==> config.mk <==
export PLATFORM = sky130hd
export DESIGN_NAME = tsd_ctrl
export DESIGN_NICKNAME = d
export VERILOG_FILES = /design/src/hdl/tsd_pkg.sv /design/src/hdl/tsd_ctrl.sv
export SDC_FILE = /design/constraint.sdc
export NUM_CORES = 1
export LEC_CHECK = 0
export ABC_AREA = 0
export BUFFER_PORTS_ARGS = -buffer_cell sky130_fd_sc_hd__buf_2
export CAP_MARGIN = 40
export CORE_UTILIZATION = 43
export DETAILED_ROUTE_END_ITERATION = 10
export PLACE_DENSITY = 0.72
export SLEW_MARGIN = 25
export SYNTH_ARGS = -nofsm -noshare
export SYNTH_HDL_FRONTEND = slang
export SYNTH_SLANG_ARGS = --single-unit
==> constraint.sdc <==
create_clock -name i_clk -period 1.4 [get_ports i_clk]
set_input_delay 0.35 -clock i_clk [delete_from_list [all_inputs] [get_ports i_clk]]
set_output_delay 0.35 -clock i_clk [all_outputs]
set_load 0.01 [all_outputs]
==> src/hdl/tsd_pkg.sv <==
// Shared types and constants of the triangle midpoint subdivider.
package tsd_pkg;

    localparam int TEX_WIDTH = 16;

    localparam logic [1:0] SEL_V0  = 2'd0;
    localparam logic [1:0] SEL_V1  = 2'd1;
    localparam logic [1:0] SEL_V2  = 2'd2;
    localparam logic [1:0] SEL_MID = 2'd3;

    localparam logic [1:0] PAIR_01 = 2'd0;
    localparam logic [1:0] PAIR_12 = 2'd1;
    localparam logic [1:0] PAIR_02 = 2'd2;

    localparam logic DIR_NRM = 1'b0;
    localparam logic DIR_TAN = 1'b1;

    typedef struct packed {
        logic       wr_en;
        logic [1:0] wr_slot;
        logic       out_load;
        logic [1:0] out_sel;
        logic       out_last;
        logic [1:0] pair;
        logic       unit_start;
        logic       dir_sel;
        logic       lat_nrm;
        logic       lat_tan;
    } t_cmd;

    typedef struct packed {
        logic out_free;
        logic unit_done;
    } t_sts;

endpackage

==> src/hdl/tsd_ctrl.sv <==
// Controller: corner counting and sequencing of the six output beats.
module tsd_ctrl
    import tsd_pkg::*;
(
    input  logic i_clk,
    input  logic i_rst_n,
    input  logic i_s_tvalid,
    output logic o_s_tready,
    input  t_sts i_sts,
    output t_cmd o_cmd
);

    localparam logic [2:0] S_IDLE = 3'd0;
    localparam logic [2:0] S_LOAD = 3'd1;
    localparam logic [2:0] S_NRM  = 3'd2;
    localparam logic [2:0] S_TAN  = 3'd3;
    localparam logic [2:0] S_MID  = 3'd4;
    localparam logic [2:0] S_TST  = 3'd5;

    logic [2:0] r_state;
    logic [2:0] n_state;
    logic [1:0] r_slot;
    logic [1:0] n_slot;
    logic [2:0] r_idx;
    logic [2:0] n_idx;

    always_comb begin
        n_state = r_state;
        n_slot  = r_slot;
        n_idx   = r_idx;
        o_cmd   = '0;
        o_s_tready = 1'b0;
        case (r_idx)
            3'd3:    o_cmd.pair = PAIR_01;
            3'd4:    o_cmd.pair = PAIR_12;
            default: o_cmd.pair = PAIR_02;
        endcase
        o_cmd.out_sel = SEL_MID;
        o_cmd.dir_sel = DIR_NRM;

        case (r_state)
            S_IDLE: begin
                o_s_tready = 1'b1;
                if (i_s_tvalid) begin
                    o_cmd.wr_en = 1'b1;
                    if (r_slot >= 2'd2) begin
                        o_cmd.wr_slot = 2'd2;
                        n_slot  = 2'd0;
                        n_idx   = 3'd0;
                        n_state = S_LOAD;
                    end else begin
                        o_cmd.wr_slot = r_slot;
                        n_slot = r_slot + 2'd1;
                    end
                end
            end
            S_LOAD: begin
                if (r_idx < 3'd3) begin
                    if (i_sts.out_free) begin
                        o_cmd.out_load = 1'b1;
                        o_cmd.out_sel  = r_idx[1:0];
                        n_idx = r_idx + 3'd1;
                    end
                end else begin
                    o_cmd.unit_start = 1'b1;
                    n_state = S_NRM;
                end
            end
            S_NRM: begin
                if (i_sts.unit_done) begin
                    o_cmd.lat_nrm = 1'b1;
                    n_state = S_TST;
                end
            end
            S_TST: begin
                o_cmd.unit_start = 1'b1;
                o_cmd.dir_sel    = DIR_TAN;
                n_state = S_TAN;
            end
            S_TAN: begin
                o_cmd.dir_sel = DIR_TAN;
                if (i_sts.unit_done) begin
                    o_cmd.lat_tan = 1'b1;
                    n_state = S_MID;
                end
            end
            S_MID: begin
                if (i_sts.out_free) begin
                    o_cmd.out_load = 1'b1;
                    o_cmd.out_last = (r_idx == 3'd5);
                    if (r_idx == 3'd5) begin
                        n_state = S_IDLE;
                    end else begin
                        n_idx   = r_idx + 3'd1;
                        n_state = S_LOAD;
                    end
                end
            end
            default: begin
                n_state = S_IDLE;
            end
        endcase
    end

    always_ff @(posedge i_clk) begin
        if (!i_rst_n) begin
            r_state <= S_IDLE;
            r_slot  <= 2'd0;
            r_idx   <= 3'd0;
        end else begin
            r_state <= n_state;
            r_slot  <= n_slot;
            r_idx   <= n_idx;
        end
    end

endmodule

==> flow_summary.toml <==
[status]
status = "complete, but fails checks"
violations = "negative setup slack"

[finish]
postLayoutCoreUtil_pct = 87.6
nets = 129
drive_above_1_share_pct = 64.7
fillers = 59
synthToLayoutAreaGrowth_pct = 87.4
multi_input_area_um2 = 566
antenna_cells = 0
layout.cells.non_filler = 134
regArea_um2 = 171
final_cell_area_mm2 = 0.00114

[timing]
finalCritPeriodShare_pct = 132
hold_viol = 0
setup_viol = 17
min_period_ns = 1.84
rsz0062_at_grt = "true"
relSlewSlack_pct = 73.6
worst_slack_ns = -0.443
hold-worst-slack_ns = 0.428
fin_skew_ns = 0.00236
fin_tns_setup_ns = -3.83
tightest_slew_ns = 0.394
timing.fmax_mhz = 543
drv_slew = 0

[job]
drv_cap = 0

[setup_path]
crit_path_cell_trace = "or4b_4, nor3b_4, buf_2"
r2r_start = "r_state[1]"
cpPeakStageDelay_ns = 0.57
endpoint_kind = "output port"
crit_fanout = 3
rr_worst_depth = 4
slowest_stage = "or4b_4"
critPathArrivalTime_ns = 1.49
rr_endpoint = "r_slot[1]"
regToRegSetupSlack_ns = -0.07
crit_required_ns = 1.05
worst_setup_path_start_kind = "register"
critPathKind = "register to output port"

[clock_tree]
cts_root_buf = "clkbuf_4"
cts_buffer_depth = 2
clk_pin_slew_ns = 0.06
htree_levels = 1
cts_buffers = 3
cts_tree = "done"
cts_num_sinks = 8
clock_latency_ns = 0.26

[routing]
viasPerCell = 6.11
num_vias = 819
routed_wl_um = 2480
drt_iter0_drc = 10
remaining_drc_errors = 0
routedWlPerCell_um = 18.5
antenna_left = 0
detailedRoute.firstPassIterationCount = 4

[power]
vdd_ir_drop_max_mv = 0.486
p_per_area_mw_per_mm2 = 466
power_uw = 531
p_leak_nw = 0.497

[logic_synthesis]
ys_ff_latch = 8
netlist.area_leader.share_pct = 26.3
yosysMostFrequentCell = "dfxtp_1"
syn-cell-area_um2 = 608
synth_top_family_by_area = "simple AND/OR/NAND/NOR gates"
synth.mux.area_fraction_pct = 4.94
synth-compound-area-share_pct = 19.3
synth_xor_xnor_area_share_pct = 2.88
synthDistinctLibCells = 31
synth-async-reset-ratio_pct = 0
syn_inst = 77
avgSynthCellArea_um2 = 7.90
ys.flop_type = "dfxtp_1"
synth_edf_count = 0
synthAdderAreaFrac_pct = 6.17
synthTopCellsByArea = "dfxtp_1, and2_1, ha_1"
synth_commonest_cells = "dfxtp_1, and2_1, nand2_1"
yosysTopAreaCell = "dfxtp_1"
ys_warn_count = 0
synth_simple_gate_area_share_pct = 34.8
yosysSeqAreaShare_pct = 26.3
syn_nets = 85

[placed_design]
hpwl_um = 1050
place_ws_ns = -0.228
dp.cells = 118
dpl_cell_area_um2 = 798
portBuffers = 18
gp_congestion = 0.803

[die]
initial_core_util_pct = 46.7
ioPinCount = 19
row_count = 13
die_h_um = 39.6
dieWidth_um = 39.6
die-area_mm2 = 0.00157
fp.coreArea_mm2 = 0.00130

[global_route]
antenna_found_initial = 0
grt_start_max_net_pins = 12
gr-total-overflow = 0
grt_pass1_vias = 664
grt_use_total_pct = 30.7
grt_pass1_wl_um = 3110

[hold_path]
holdPathStages = 2
hp-class = "input port to register"
min-delay-start = "i_rst_n"
hold_end = "r_slot[1]"
placed cells by master (no fill, tap or decap), types with 2 or more instances in the layout:
cell,n
buf_4,18
buf_2,14
buf_6,9
nand2_1,5
nor2_1,4
and2_1,4
mux2i_1,3
nor2b_1,3
nand4_1,3
o21a_1,3
ha_4,3
clkbuf_4,3
dfxtp_1,3
dfxtp_2,3
inv_4,2
and2_4,2
nor3b_4,2
a21oi_2,2
nor3_2,2
and3_4,2
nand2b_1,2
a21oi_1,2
dfxtp_4,2
final cells by class:
cell class | count | area share [%]
multi-input combinational | 61 | 49.6
timing repair buffer | 43 | 30.0
sequential | 8 | 15.0
clock buffer | 3 | 1.98
inverter | 4 | 1.76
tap | 15 | 1.65
how the worst max path moves through the flow:
| stage | start | end | slack (ns) | depth (start not counted) |
|---|---|---|---|---|
| final | r_state[1] | o_cmd[10] | -0.44 | 3 |
| after global routing | r_state[1] | o_cmd[10] | -0.49 | 3 |
| after CTS | r_state[1] | o_cmd[10] | -0.44 | 3 |
| after detailed placement | i_s_tvalid | o_cmd[10] | -0.23 | 4 |
| after global placement | i_s_tvalid | o_cmd[10] | -0.21 | 4 |
| after floorplan | r_state[2] | o_cmd[11] | -0.09 | 3 |
layer usage:
metal  part of all wire, %  wire length [um]  vias up  global-route usage (%)
met5                     0                 0        -                       0
met4                   3.8                93        0                    12.9
met3                   5.2               130       14                    7.95
met2                    49              1220       59                    48.8
met1                    42              1040      391                    38.4
li1                      -                 -      355                       -
what timing repair did:
item / 4_1_cts / 5_1_grt
hold endpoints to repair: 0 / 0
hold buffers: 0 / 0
pin swaps: 4 / 7
gates resized for setup: 30 / 20
endpoints found under the setup margin: 19 / 20
setup buffers: 12 / 4
flip-flops by register name, indices dropped and copies added (netlist names):
| name | cells |
|---|---|
| r_state | 3 |
| r_idx | 3 |
| r_slot | 2 |
kinds of logic (layout without fill, tap and decap cells):
| kind of cell | count (synthesis) | after routing |
|---|---|---|
| buffers and inverters | 8 | 50 |
| multiplexers | 3 | 3 |
| AND/OR/NAND/NOR | 36 | 36 |
| AO/OA/AOI/OAI | 17 | 17 |
| XOR/XNOR | 2 | 2 |
| adder cells (fa/ha/maj) | 3 | 3 |
| flip-flops | 8 | 8 |
critical path, delay by kind of cell (launching register included):
family                 cells  cell delay, ns
and+or+nand+nor            2            0.76
buffers and inverters      1            0.15
DFF                        1            0.32
where the power goes:
| group | internal (mW) | switching (mW) | total (mW) | leakage, nW |
|---|---|---|---|---|
| Sequential | 0.229 | 0.00650 | 0.235 | 0.0679 |
| Clock | 0.0988 | 0.0883 | 0.187 | 0.0138 |
| Combinational | 0.0580 | 0.0509 | 0.109 | 0.415 |
(Power assumes the default switching activity.)
